$ cat config.mk
export PLATFORM = sky130hd
export DESIGN_NAME = msp_front
export DESIGN_NICKNAME = d
export VERILOG_FILES = /design/src/rtl/msp_pkg.sv /design/src/rtl/msp_front.sv
export SDC_FILE = /design/constraint.sdc
export NUM_CORES = 1
export LEC_CHECK = 0
export BUFFER_PORTS_ARGS = -buffer_cell sky130_fd_sc_hd__buf_2
export CAP_MARGIN = 20
export CORE_MARGIN = 2
export CORE_UTILIZATION = 50
export CTS_BUF_LIST = sky130_fd_sc_hd__clkbuf_8
export DETAILED_ROUTE_END_ITERATION = 8
export PLACE_DENSITY = 0.69
export SLEW_MARGIN = 25
export SYNTH_ARGS = -nofsm -noshare
export SYNTH_HDL_FRONTEND = slang
export SYNTH_SLANG_ARGS = --single-unit
$ cat constraint.sdc
create_clock -name clk -period 10.5 [get_ports clk]
set_input_delay 1.05 -clock clk [delete_from_list [all_inputs] [get_ports clk]]
set_output_delay 1.05 -clock clk [all_outputs]
set_load 0.02 [all_outputs]
$ cat src/rtl/msp_pkg.sv
// Shared types, widths and constants for the motor speed PID unit.
package msp_pkg;

    localparam int DATA_WIDTH     = 16;
    localparam int GAIN_FRAC_BITS = 4;

    localparam int GAIN_W     = 16;
    localparam int LIMIT_W    = 16;
    localparam int OLIM_W     = 15;
    localparam int CFG_IDX_W  = 3;
    localparam int CFG_DATA_W = 16;

    localparam int ERR_W    = DATA_WIDTH + 1;
    localparam int SUM_W    = ERR_W + 1;
    localparam int SUMRAW_W = SUM_W + 1;
    localparam int DIFF_W   = ERR_W + 1;
    localparam int PP_W     = GAIN_W + 1 + ERR_W;
    localparam int IP_W     = GAIN_W + 1 + SUM_W;
    localparam int DP_W     = GAIN_W + 1 + DIFF_W;
    localparam int ACC_W    = IP_W + 2;
    localparam int SHF_W    = ACC_W - GAIN_FRAC_BITS;

    localparam int Q_DEPTH = 4;
    localparam int Q_PTR_W = $clog2(Q_DEPTH);
    localparam int Q_CNT_W = Q_PTR_W + 1;

    localparam logic [GAIN_W-1:0]  GAIN_P_RESET         = GAIN_W'(2080);
    localparam logic [GAIN_W-1:0]  GAIN_I_RESET         = GAIN_W'(80);
    localparam logic [GAIN_W-1:0]  GAIN_D_RESET         = GAIN_W'(320);
    localparam logic [LIMIT_W-1:0] INTEGRAL_LIMIT_RESET = LIMIT_W'(200);
    localparam logic [OLIM_W-1:0]  OUTPUT_LIMIT_RESET   = OLIM_W'(7200);

    typedef enum logic [CFG_IDX_W-1:0] {
        REG_GAIN_P         = 3'd0,
        REG_GAIN_I         = 3'd1,
        REG_GAIN_D         = 3'd2,
        REG_INTEGRAL_LIMIT = 3'd3,
        REG_OUTPUT_LIMIT   = 3'd4
    } cfg_index_t;

    typedef struct packed {
        logic [GAIN_W-1:0]  gain_p;
        logic [GAIN_W-1:0]  gain_i;
        logic [GAIN_W-1:0]  gain_d;
        logic [LIMIT_W-1:0] integral_limit;
        logic [OLIM_W-1:0]  output_limit;
    } cfg_t;

    typedef struct packed {
        logic signed [DATA_WIDTH-1:0] speed_setpoint;
        logic signed [DATA_WIDTH-1:0] measured_speed;
    } in_item_t;

    typedef struct packed {
        logic signed [DATA_WIDTH-1:0] drive;
        logic                         saturated;
    } out_item_t;

    // Work handed from the front end to the multiply/clamp back end.
    typedef struct packed {
        logic signed [ERR_W-1:0]  err;
        logic signed [SUM_W-1:0]  sum;
        logic signed [DIFF_W-1:0] diff;
    } mid_item_t;

endpackage

$ cat src/rtl/msp_front.sv
// Front end: error, clamped integral, derivative term, and the hand-off queue.
module msp_front
    import msp_pkg::*;
(
    input  logic               clk,
    input  logic               rst_n,
    input  logic [LIMIT_W-1:0] integral_limit,
    input  logic               push,
    output logic               full,
    input  in_item_t           sample,
    output logic               mid_valid,
    output mid_item_t          mid_item,
    input  logic               mid_pop
);

    logic signed [ERR_W-1:0]    prev_err_reg;
    logic signed [SUM_W-1:0]    error_sum_reg;
    logic signed [ERR_W-1:0]    err;
    logic signed [SUMRAW_W-1:0] sum_raw;
    logic signed [SUMRAW_W-1:0] lim_pos;
    logic signed [SUMRAW_W-1:0] lim_neg;
    logic signed [SUMRAW_W-1:0] sum_cl;
    logic signed [DIFF_W-1:0]   diff;
    logic                       accept;

    mid_item_t                  q_mem [Q_DEPTH];
    logic [Q_PTR_W-1:0]         wr_ptr_reg;
    logic [Q_PTR_W-1:0]         rd_ptr_reg;
    logic [Q_CNT_W-1:0]         cnt_reg;
    logic [Q_CNT_W-1:0]         cnt_next;

    always_comb
    begin
        err = {sample.speed_setpoint[DATA_WIDTH-1], sample.speed_setpoint}
            - {sample.measured_speed[DATA_WIDTH-1], sample.measured_speed};
        sum_raw = {error_sum_reg[SUM_W-1], error_sum_reg} + {{2{err[ERR_W-1]}}, err};
        lim_pos = SUMRAW_W'(integral_limit);
        lim_neg = -lim_pos;
        if (sum_raw > lim_pos)
        begin
            sum_cl = lim_pos;
        end
        else if (sum_raw < lim_neg)
        begin
            sum_cl = lim_neg;
        end
        else
        begin
            sum_cl = sum_raw;
        end
        diff = {err[ERR_W-1], err} - {prev_err_reg[ERR_W-1], prev_err_reg};
    end

    assign full      = (cnt_reg == Q_CNT_W'(Q_DEPTH));
    assign accept    = push && !full;
    assign mid_valid = (cnt_reg != '0);
    assign mid_item  = q_mem[rd_ptr_reg];

    always_comb
    begin
        cnt_next = cnt_reg;
        if (accept && !mid_pop)
        begin
            cnt_next = cnt_reg + 1'b1;
        end
        else if (!accept && mid_pop)
        begin
            cnt_next = cnt_reg - 1'b1;
        end
    end

    always_ff @(posedge clk or negedge rst_n)
    begin
        if (!rst_n)
        begin
            prev_err_reg  <= '0;
            error_sum_reg <= '0;
            wr_ptr_reg    <= '0;
            rd_ptr_reg    <= '0;
            cnt_reg       <= '0;
        end
        else
        begin
            if (accept)
            begin
                prev_err_reg  <= err;
                error_sum_reg <= sum_cl[SUM_W-1:0];
                wr_ptr_reg    <= wr_ptr_reg + 1'b1;
            end
            if (mid_pop)
            begin
                rd_ptr_reg <= rd_ptr_reg + 1'b1;
            end
            cnt_reg <= cnt_next;
        end
    end

    always_ff @(posedge clk)
    begin
        if (accept)
        begin
            q_mem[wr_ptr_reg] <= '{err: err, sum: sum_cl[SUM_W-1:0], diff: diff};
        end
    end

endmodule

==> qor.yml <==
insertion_delay_ns: 0.57
drt_wl_total_mm: 29.63
largest_reg_flops: 212
fillers: 2123
io_pins: 107
cts_resized: 0
peakVddDrop_uv: 190.5
numCtsBuffers: 42
drive_gt1_share_pct: 23.14
pre_cts_slack_ns: 2.510
fin_crit_sh_pct: 70.77
relSlewSlack_pct: 28.76
ys_warn_count: 0
register_area_mm2: 0.007425
fmax_mhz: 134.6
synth-compound-area-share_pct: 8.834
gp_congestion: 0.8821
grt_pass1_wl_mm: 46.47
timing_hold_violations_final: 0
crit_arrival_ns: 7.87
fin_tns_setup_ns: 0
cts_max_path_buffers: 3
layout.nets: 1286
crit_fanout: 12
intPower_mw: 3.272
hp-class: "reg -> reg"
core_mm2: 0.02606
synth_most_common_cell: "edfxtp_1"
grt_max_degree: 62
placementRows: 59
synth.avg_cell_area_um2: 13.21
cap_violations: 0
end_kind: "register"
routed_via_density: 5.643
cts_setup_buffers: 0
drc_errors: 0
reg2reg_slack_ns: 5.06
grt_usage_pct: 21.36
clk_pin_slew_ns: 0.06
multi_input_area_mm2: 0.005454
p_clk_share_pct: 15.5
synth_adder_area_share_pct: 9.164
routedWlPerCell_um: 19.68
p_sw_mw: 2.299
start_kind: "input pin"
synth_edf_count: 212
drtAntennaViolNets: 0
yosys.area_share.simple_pct: 8.778
worstMarginPinSlew_ns: 1.055
synth_ff_type: "edfxtp_1"
dpl.cell_count: 1430
finClkSkew_ns: 0.02342
crit_type: "in -> reg"
drt_first_pass_iters: 5
setup_viol: 0
p_leak_nw: 5.905
synth-xor-area-share_pct: 3.744
cts_max_level: 2
clockRootBuffer: "clkbuf_8"
synth_top_family_by_area: "multiplexers"
die_area_mm2: 0.02792
area_growth_syn_to_layout_pct: 13.35
synthTopCellsByCount: "edfxtp_1 (212), ha_1 (91), inv_1 (80)"
start_util_pct: 51.03
p_per_area_mw_per_mm2: 369.5
antenna_cells: 0
netlist_area_mm2: 0.01330
synthMuxAreaShare_pct: 10.45
fin_hold_ws_ns: 0.4852
fin_cells: 1506
yosysTopAreaCell: "edfxtp_1"
synth_top_area_share_pct: 47.87
cts.hold.buffers_added: 0
ys_seq_area_share_pct: 55.77
cts_sinks: 254
yosysUniqueCellTypes: 69
utilization_pct: 57.85
die_h_um: 167.1
crit_required_ns: 10.94
grt_setup_unrepaired: "no"
synth_nets: 1154
run_status: "completed"
combPwrFrac_pct: 50.7
die_w_um: 167.1
cts_tree: "built"
synthArstFlopShare_pct: 16.54
grt_antenna_before_repair: 0
grt_overflow: 0
power_mw: 5.571
drv_slew: 0
vias: 8498
yosys_register_bits: 254
final_area_mm2: 0.01507
drt_iter0_markers: 591
placement.io_buffers: 106
layout_min_cycle_time_ns: 7.431
place_area_mm2: 0.01423
seqPwrFrac_pct: 33.8
fin_ws_ns: 3.069
grt_pass1_vias: 8575
netlist_instances: 1007
synth_area_leaders: "edfxtp_1 (48%), mux4_2 (9.0%), ha_1 (8.6%)"
p_sw_share_pct: 41.27
place_hpwl_mm: 19.82
-- logic make-up (layout without fill, tap and decap cells) --
logic type / count (synthesis) / after routing
buffers and inverters: 112 / 276
multiplexers: 70 / 70
AND/OR/NAND/NOR: 232 / 232
XOR/XNOR: 56 / 56
adder cells (fa/ha/maj): 95 / 95
flip-flops: 254 / 254
AO/OA/AOI/OAI: 188 / 188
-- path summary, 6_finish.rpt --
| check | startpoint | end | cells past startpoint |
|---|---|---|---|
| max | sample[1] | error_sum_reg[7]$_DFFE_PN0P_ | 27 |
| min | cnt_reg[2]$_DFFE_PN0P_ | cnt_reg[2]$_DFFE_PN0P_ | 1 |
| max reg2reg | error_sum_reg[1]$_DFFE_PN0P_ | error_sum_reg[1]$_DFFE_PN0P_ | 20 |
| min reg2reg | cnt_reg[2]$_DFFE_PN0P_ | cnt_reg[2]$_DFFE_PN0P_ | 1 |
| max in group asynchronous | rst_n | rd_ptr_reg[0]$_DFFE_PN0P_ | 2 |
| min in group asynchronous | rst_n | wr_ptr_reg[1]$_DFFE_PN0P_ | 2 |
-- cells in the final DEF, fill, tap and decap left out, types with 49 or more instances in the layout --
master    instances
mux4_2           53
o21ai_0          54
nand2_1          64
a21oi_1          49
edfxtp_1        212
nor2_1           61
inv_1            89
ha_1             91
buf_2           106
-- power by group through the flow --
stage	logic, mW	clock network (mW)	registers (mW)
finish	2.82	0.864	1.88
global route	3.11	0.922	1.92
CTS	2.83	0.879	1.89
detailed placement	2.81	0	1.91
global placement	2.78	0	1.90
floorplan	2.12	0	1.79
-- metal layers --
| metal | share of wire [%] | global-route usage [%] | wire, µm | up-vias |
|---|---|---|---|---|
| met2 | 49 | 36.00 | 14610 | 219 |
| met4 | 3.0 | 7.121 | 884 | 0 |
| li1 | - | - | - | 4044 |
| met5 | 0 | 0 | 0 | - |
| met1 | 43 | 28.41 | 12760 | 4169 |
| met3 | 4.7 | 3.569 | 1384 | 66 |
-- area by class of cell --
class                           count  area share (%)
Timing Repair Buffer              119           4.167
Clock inverter                     29           1.311
Sequential cell                   254           49.25
Tap cell                          335           2.781
Inverter                           81           2.017
Clock buffer                       47           4.291
Multi-Input combinational cell    641           36.18
-- worst max-delay path, cell delays in order --
cell and delay, ns:
buf_2 0.09, inv_1 0.10, ha_1 0.23, nor2b_1 0.12
o21ai_0 0.31, a21boi_0 0.22, o21a_1 0.24, o311a_1 0.33
o31ai_1 0.56, xnor2_1 0.38, ha_1 0.45, and2_1 0.24
nand2_1 0.08, a211o_1 0.32, nand3_1 0.11, a21oi_1 0.09
xnor2_1 0.39, ha_1 0.32, nand4_1 0.14, nor2_1 0.24
nand4_1 0.16, a221o_1 0.28, o21ai_1 0.10, o221ai_2 0.12
nand2_1 0.46, mux2_2 0.45, mux2_2 0.28
Note: power is estimated with default switching activity, not from simulation.
