==> src/rtl/msp_pkg.sv <==
// Shared types, widths and constants for the motor speed PID unit.
package msp_pkg;

    localparam int DATA_WIDTH     = 16;
    localparam int GAIN_FRAC_BITS = 4;

    localparam int GAIN_W     = 16;
    localparam int LIMIT_W    = 16;
    localparam int OLIM_W     = 15;
    localparam int CFG_IDX_W  = 3;
    localparam int CFG_DATA_W = 16;

    localparam int ERR_W    = DATA_WIDTH + 1;
    localparam int SUM_W    = ERR_W + 1;
    localparam int SUMRAW_W = SUM_W + 1;
    localparam int DIFF_W   = ERR_W + 1;
    localparam int PP_W     = GAIN_W + 1 + ERR_W;
    localparam int IP_W     = GAIN_W + 1 + SUM_W;
    localparam int DP_W     = GAIN_W + 1 + DIFF_W;
    localparam int ACC_W    = IP_W + 2;
    localparam int SHF_W    = ACC_W - GAIN_FRAC_BITS;

    localparam int Q_DEPTH = 4;
    localparam int Q_PTR_W = $clog2(Q_DEPTH);
    localparam int Q_CNT_W = Q_PTR_W + 1;

    localparam logic [GAIN_W-1:0]  GAIN_P_RESET         = GAIN_W'(2080);
    localparam logic [GAIN_W-1:0]  GAIN_I_RESET         = GAIN_W'(80);
    localparam logic [GAIN_W-1:0]  GAIN_D_RESET         = GAIN_W'(320);
    localparam logic [LIMIT_W-1:0] INTEGRAL_LIMIT_RESET = LIMIT_W'(200);
    localparam logic [OLIM_W-1:0]  OUTPUT_LIMIT_RESET   = OLIM_W'(7200);

    typedef enum logic [CFG_IDX_W-1:0] {
        REG_GAIN_P         = 3'd0,
        REG_GAIN_I         = 3'd1,
        REG_GAIN_D         = 3'd2,
        REG_INTEGRAL_LIMIT = 3'd3,
        REG_OUTPUT_LIMIT   = 3'd4
    } cfg_index_t;

    typedef struct packed {
        logic [GAIN_W-1:0]  gain_p;
        logic [GAIN_W-1:0]  gain_i;
        logic [GAIN_W-1:0]  gain_d;
        logic [LIMIT_W-1:0] integral_limit;
        logic [OLIM_W-1:0]  output_limit;
    } cfg_t;

    typedef struct packed {
        logic signed [DATA_WIDTH-1:0] speed_setpoint;
        logic signed [DATA_WIDTH-1:0] measured_speed;
    } in_item_t;

    typedef struct packed {
        logic signed [DATA_WIDTH-1:0] drive;
        logic                         saturated;
    } out_item_t;

    // Work handed from the front end to the multiply/clamp back end.
    typedef struct packed {
        logic signed [ERR_W-1:0]  err;
        logic signed [SUM_W-1:0]  sum;
        logic signed [DIFF_W-1:0] diff;
    } mid_item_t;

endpackage

==> src/rtl/msp_back.sv <==
// Back end: gain products, sum, shift, output clamp and result queue.
module msp_back
    import msp_pkg::*;
(
    input  logic      clk,
    input  logic      rst_n,
    input  cfg_t      cfg,
    input  logic      mid_valid,
    input  mid_item_t mid_item,
    output logic      mid_pop,
    output logic      empty,
    input  logic      pop,
    output out_item_t result
);

    logic signed [GAIN_W:0]   gp;
    logic signed [GAIN_W:0]   gi;
    logic signed [GAIN_W:0]   gd;
    logic signed [PP_W-1:0]   p_prod_reg;
    logic signed [IP_W-1:0]   i_prod_reg;
    logic signed [DP_W-1:0]   d_prod_reg;
    logic                     m_valid_reg;
    logic signed [ACC_W-1:0]  acc;
    logic signed [SHF_W-1:0]  shifted;
    logic signed [SHF_W-1:0]  olim_pos;
    logic signed [SHF_W-1:0]  olim_neg;
    logic signed [SHF_W-1:0]  clamped;
    logic                     sat;
    logic                     out_pop;

    out_item_t                q_mem [Q_DEPTH];
    logic [Q_PTR_W-1:0]       wr_ptr_reg;
    logic [Q_PTR_W-1:0]       rd_ptr_reg;
    logic [Q_CNT_W-1:0]       cnt_reg;
    logic [Q_CNT_W-1:0]       cnt_next;

    assign gp = {1'b0, cfg.gain_p};
    assign gi = {1'b0, cfg.gain_i};
    assign gd = {1'b0, cfg.gain_d};

    // Credit check: the item in the multiply stage always finds a free slot.
    assign mid_pop = mid_valid && ((cnt_reg + Q_CNT_W'(m_valid_reg)) < Q_CNT_W'(Q_DEPTH));

    always_comb
    begin
        acc      = ACC_W'(p_prod_reg) + ACC_W'(i_prod_reg) + ACC_W'(d_prod_reg);
        shifted  = SHF_W'(acc >>> GAIN_FRAC_BITS);
        olim_pos = SHF_W'(cfg.output_limit);
        olim_neg = -olim_pos;
        sat      = 1'b0;
        clamped  = shifted;
        if (shifted > olim_pos)
        begin
            clamped = olim_pos;
            sat     = 1'b1;
        end
        else if (shifted < olim_neg)
        begin
            clamped = olim_neg;
            sat     = 1'b1;
        end
    end

    assign empty   = (cnt_reg == '0);
    assign out_pop = pop && !empty;
    assign result  = q_mem[rd_ptr_reg];

    always_comb
    begin
        cnt_next = cnt_reg;
        if (m_valid_reg && !out_pop)
        begin
            cnt_next = cnt_reg + 1'b1;
        end
        else if (!m_valid_reg && out_pop)
        begin
            cnt_next = cnt_reg - 1'b1;
        end
    end

    always_ff @(posedge clk or negedge rst_n)
    begin
        if (!rst_n)
        begin
            m_valid_reg <= 1'b0;
            wr_ptr_reg  <= '0;
            rd_ptr_reg  <= '0;
            cnt_reg     <= '0;
        end
        else
        begin
            m_valid_reg <= mid_pop;
            if (m_valid_reg)
            begin
                wr_ptr_reg <= wr_ptr_reg + 1'b1;
            end
            if (out_pop)
            begin
                rd_ptr_reg <= rd_ptr_reg + 1'b1;
            end
            cnt_reg <= cnt_next;
        end
    end

    always_ff @(posedge clk)
    begin
        if (mid_pop)
        begin
            p_prod_reg <= gp * mid_item.err;
            i_prod_reg <= gi * mid_item.sum;
            d_prod_reg <= gd * mid_item.diff;
        end
        if (m_valid_reg)
        begin
            q_mem[wr_ptr_reg] <= '{drive: clamped[DATA_WIDTH-1:0], saturated: sat};
        end
    end

endmodule

==> config.mk <==
export PLATFORM = sky130hd
export DESIGN_NAME = msp_back
export DESIGN_NICKNAME = d
export VERILOG_FILES = /design/src/rtl/msp_pkg.sv /design/src/rtl/msp_back.sv
export SDC_FILE = /design/constraint.sdc
export NUM_CORES = 2
export LEC_CHECK = 0
export BUFFER_PORTS_ARGS = -buffer_cell sky130_fd_sc_hd__buf_2
export CORE_MARGIN = 2
export CORE_UTILIZATION = 30
export DETAILED_ROUTE_END_ITERATION = 10
export PLACE_DENSITY_LB_ADDON = 0.12
export SETUP_SLACK_MARGIN = 0.3
export SYNTH_ARGS = -nofsm -noshare
export SYNTH_HDL_FRONTEND = slang
export SYNTH_SLANG_ARGS = --single-unit
==> constraint.sdc <==
create_clock -name clk -period 7.7 [get_ports clk]
set_input_delay 0.385 -clock clk [delete_from_list [all_inputs] [get_ports clk]]
set_output_delay 0.385 -clock clk [all_outputs]
set_load 0.05 [all_outputs]
==> impl_summary.md <==
Synth
The top flip-flop cell by instance count after synthesis is edfxtp_1. During synthesis, Yosys emitted a total of 0 warnings. The synthesized design contains 180 register bits. The mapped netlist covers about 42000 µm².

Yosys mapped the design onto 80 distinct sky130hd cell types. The sequential element share of the synthesized area is 12.9%. The number of nets in the synthesized netlist is around 5700. The average cell area after synthesis is 9.53 µm². After synthesis, the share of flip-flops with an asynchronous set or reset is 4.44%. The number of enable flip-flop cells after synthesis is 172. In the synthesized netlist, the number of instances is 4376.

Detailed routing
The detail route stage leaves a number of antenna-violating nets equal to 0. The number of DRC markers in iteration 0 is roughly 1000. After detailed routing, the number of remaining DRC violations is 0.

In the routed layout, each cell is associated on average with a via count of ~4.5. The via count is 28143. The routed wire length per instance is 17.5 µm.

The first detailed-routing pass took 5 iterations. The total wirelength of the detailed-routed design is 109000 µm.

STA
Of the available clock period, the critical path in the final layout requires between 80% and 90%. Once routing completed, OpenROAD measured the worst setup slack at ~0.81 ns. The minimum clock period is 6.89 ns.

The achievable frequency is 145 MHz. Setup repair after global routing left no endpoint under its margin. In this run the tightest slew margin relative to its limit is 35.2%. The final-report hold violation count came to 0. In the final timing run, aggregate negative setup slack is 0 ns.

The final worst clock skew is 0.0159 ns. The number of pins with negative max-slew slack in the final report is 0. The slew at the pin closest to its max-slew limit is 0.973 ns. Setup violations remaining at the end of the flow were counted as 0. The worst hold-check slack is 0.213 ns.

Global route
The number of antenna violations at the first check in global routing is 8. Global routing used 16.1% of the available tracks. The first-pass GRT wire length is around 180000 µm. The via count of the first global-routing pass is a little over 30000.

Entering global routing, the biggest net connects 57 pins. The total overflow left after global routing is 0.

Clock tree
At the later pin of the worst-skew pair, clock insertion delay measures 0.46 ns. The buffer count from post-CTS setup fixing is 0. The root buffer cell is clkbuf_16. The H-tree generated during clock tree synthesis spans 4 levels. The maximum root-to-sink buffer count is 2. The clock-pin slew on the worst setup and hold paths is 0.08 ns. For this design, the sink count on the clock tree is 180. The total clock buffers created by CTS is 17. The TritonCTS clock tree is built.

Cells and area
The area overhead of the layout relative to synthesis is 8.05%. The final net count is 5791. The register with the most flip-flops in the layout has 68 of them. The library cells used most frequently in the layout, excluding fill and tap cells, are inv_1, fa_1, nand2_1. The fraction of final layout cells with drive strength greater than 1 is 5.76%.

The most common library cell in the layout ignoring fill and taps is inv_1. The finished layout holds roughly 6200 standard cells, fillers aside.

Floorplan
The die is approximately 380 µm wide. The die span in y is approximately 380 µm. The starting density of the core is between 30% and 40%. The total area inside the core boundary comes to around 140000 µm². around 160 I/O pins were placed. In this run the core area contains 136 standard-cell rows.

The full die area is 142000 µm².

Setup path
The most critical setup path has its startpoint at cfg[73]. At the worst endpoint, the required time is around 7.9 ns. The data arrival time of the worst path is 7.09 ns.

The origin of the critical flop-to-flop path is d_prod_reg[2]. The kind of end point of the critical path is a register. The class of the most critical setup path is primary input to register. STA classifies the critical path startpoint as a primary input. The worst-path maximum fanout is 17.

Placement
The count of buffers added on input and output ports is 138. The wire-length estimate of the detail-placed layout is 90900 µm. The congestion estimate from routability-driven global placement came to 0.788.

The worst setup slack after placement is 0.356 ns. Counting tap cells, the placed design contains a total of 6206 instances.

Run
The max-capacitance violation count is 0.

Worst hold path
The beginning of the worst hold path is pop. The worst hold path class is primary input to register.

Status
The run finished with clean final reports.
cell families (layout without fill, tap and decap cells):
| family | count (synthesis) | in the layout | synth area share [%] |
|---|---|---|---|
| flops | 180 | 180 | 12.9 |
| other cells | 0 | 1 | 0 |
| simple gates | 1189 | 1189 | 14.2 |
| xor+xnor | 131 | 131 | 2.75 |
| fa+ha+maj | 1224 | 1224 | 51.7 |
| mux | 33 | 33 | 1.32 |
| buf+inv | 1273 | 1342 | 11.5 |
| compound gates | 346 | 346 | 5.65 |
final timing paths:
check | endpoint | slack, ns | depth (start not counted)
max | p_prod_reg[33] | 0.81 | 24
min | rd_ptr_reg[1] | 0.21 | 3
max reg2reg | q_mem[0][15] | 1.22 | 25
min reg2reg | cnt_reg[2] | 0.51 | 1
max in group asynchronous | wr_ptr_reg[1] | 7.24 | 2
min in group asynchronous | rd_ptr_reg[1] | 0.29 | 2
routing by layer:
metal / routed length (µm) / GRT usage [%]
met1: 50100 / 21.4
met4: 1790 / 2.88
met2: 55300 / 28.9
met3: 2260 / 1.13
met5: 0 / 0
area by class of cell:
| cell class | instances | area, µm² |
|---|---|---|
| inverter | 1127 | 4230 |
| clock buffer | 19 | 475 |
| sequential | 180 | 5370 |
| tap | 1794 | 2240 |
| multi-input combinational | 2923 | 31500 |
| clock inverter | 13 | 151 |
| timing repair buffer | 183 | 1050 |
| antenna | 1 | 2.50 |
| fill | 14407 | 92600 |
through the flow:
stage / instance area (µm²) / util (%)
after detailed placement: 44400 / 32.3
after global routing: 45000 / 32.7
after floorplan: 41700 / -
final: 45000 / 32.7
after global placement: 44400 / 32.3
after CTS: 45000 / 32.7
Yosys cell counts, types with 31 or more instances:
library cell | count | area share, %
edfxtp_1 | 172 | 12
nor2_1 | 94 | 0.85
and2_1 | 402 | 6.0
inv_1 | 1126 | 10
nand2_1 | 503 | 4.5
a21o_1 | 53 | 0.95
nand3_1 | 31 | 0.37
nor2b_1 | 35 | 0.53
clkbuf_1 | 138 | 1.2
fa_1 | 830 | 40
a21oi_1 | 91 | 1.1
xnor2_1 | 106 | 2.2
ha_1 | 393 | 12
o21ai_0 | 52 | 0.62
nor3_1 | 31 | 0.37
critical path: stages:
cell and delay [ns]:
buf_2 0.25, and2_1 0.22, fa_1 0.53, inv_1 0.05, fa_1 0.56, fa_1 0.45
fa_1 0.54, inv_1 0.05, fa_1 0.49, inv_1 0.06, fa_1 0.52, inv_1 0.06
ha_1 0.32, and2_1 0.17, nor2_1 0.11, o31ai_1 0.14, a41oi_2 0.30, o31ai_1 0.15
o41ai_1 0.46, o21ai_0 0.25, or4_1 0.46, a31o_2 0.25, a21oi_1 0.17, xnor2_1 0.10
timing repair:
item,4_1_cts,5_1_grt
resized for setup,0,1
hold buffers,1,0
setup endpoints to repair,0,1
endpoints found under the hold margin,8,0
Power is left out: the tool's default activity adds up to more than one toggle a clock period on the data nets, which glitch-free logic cannot reach.
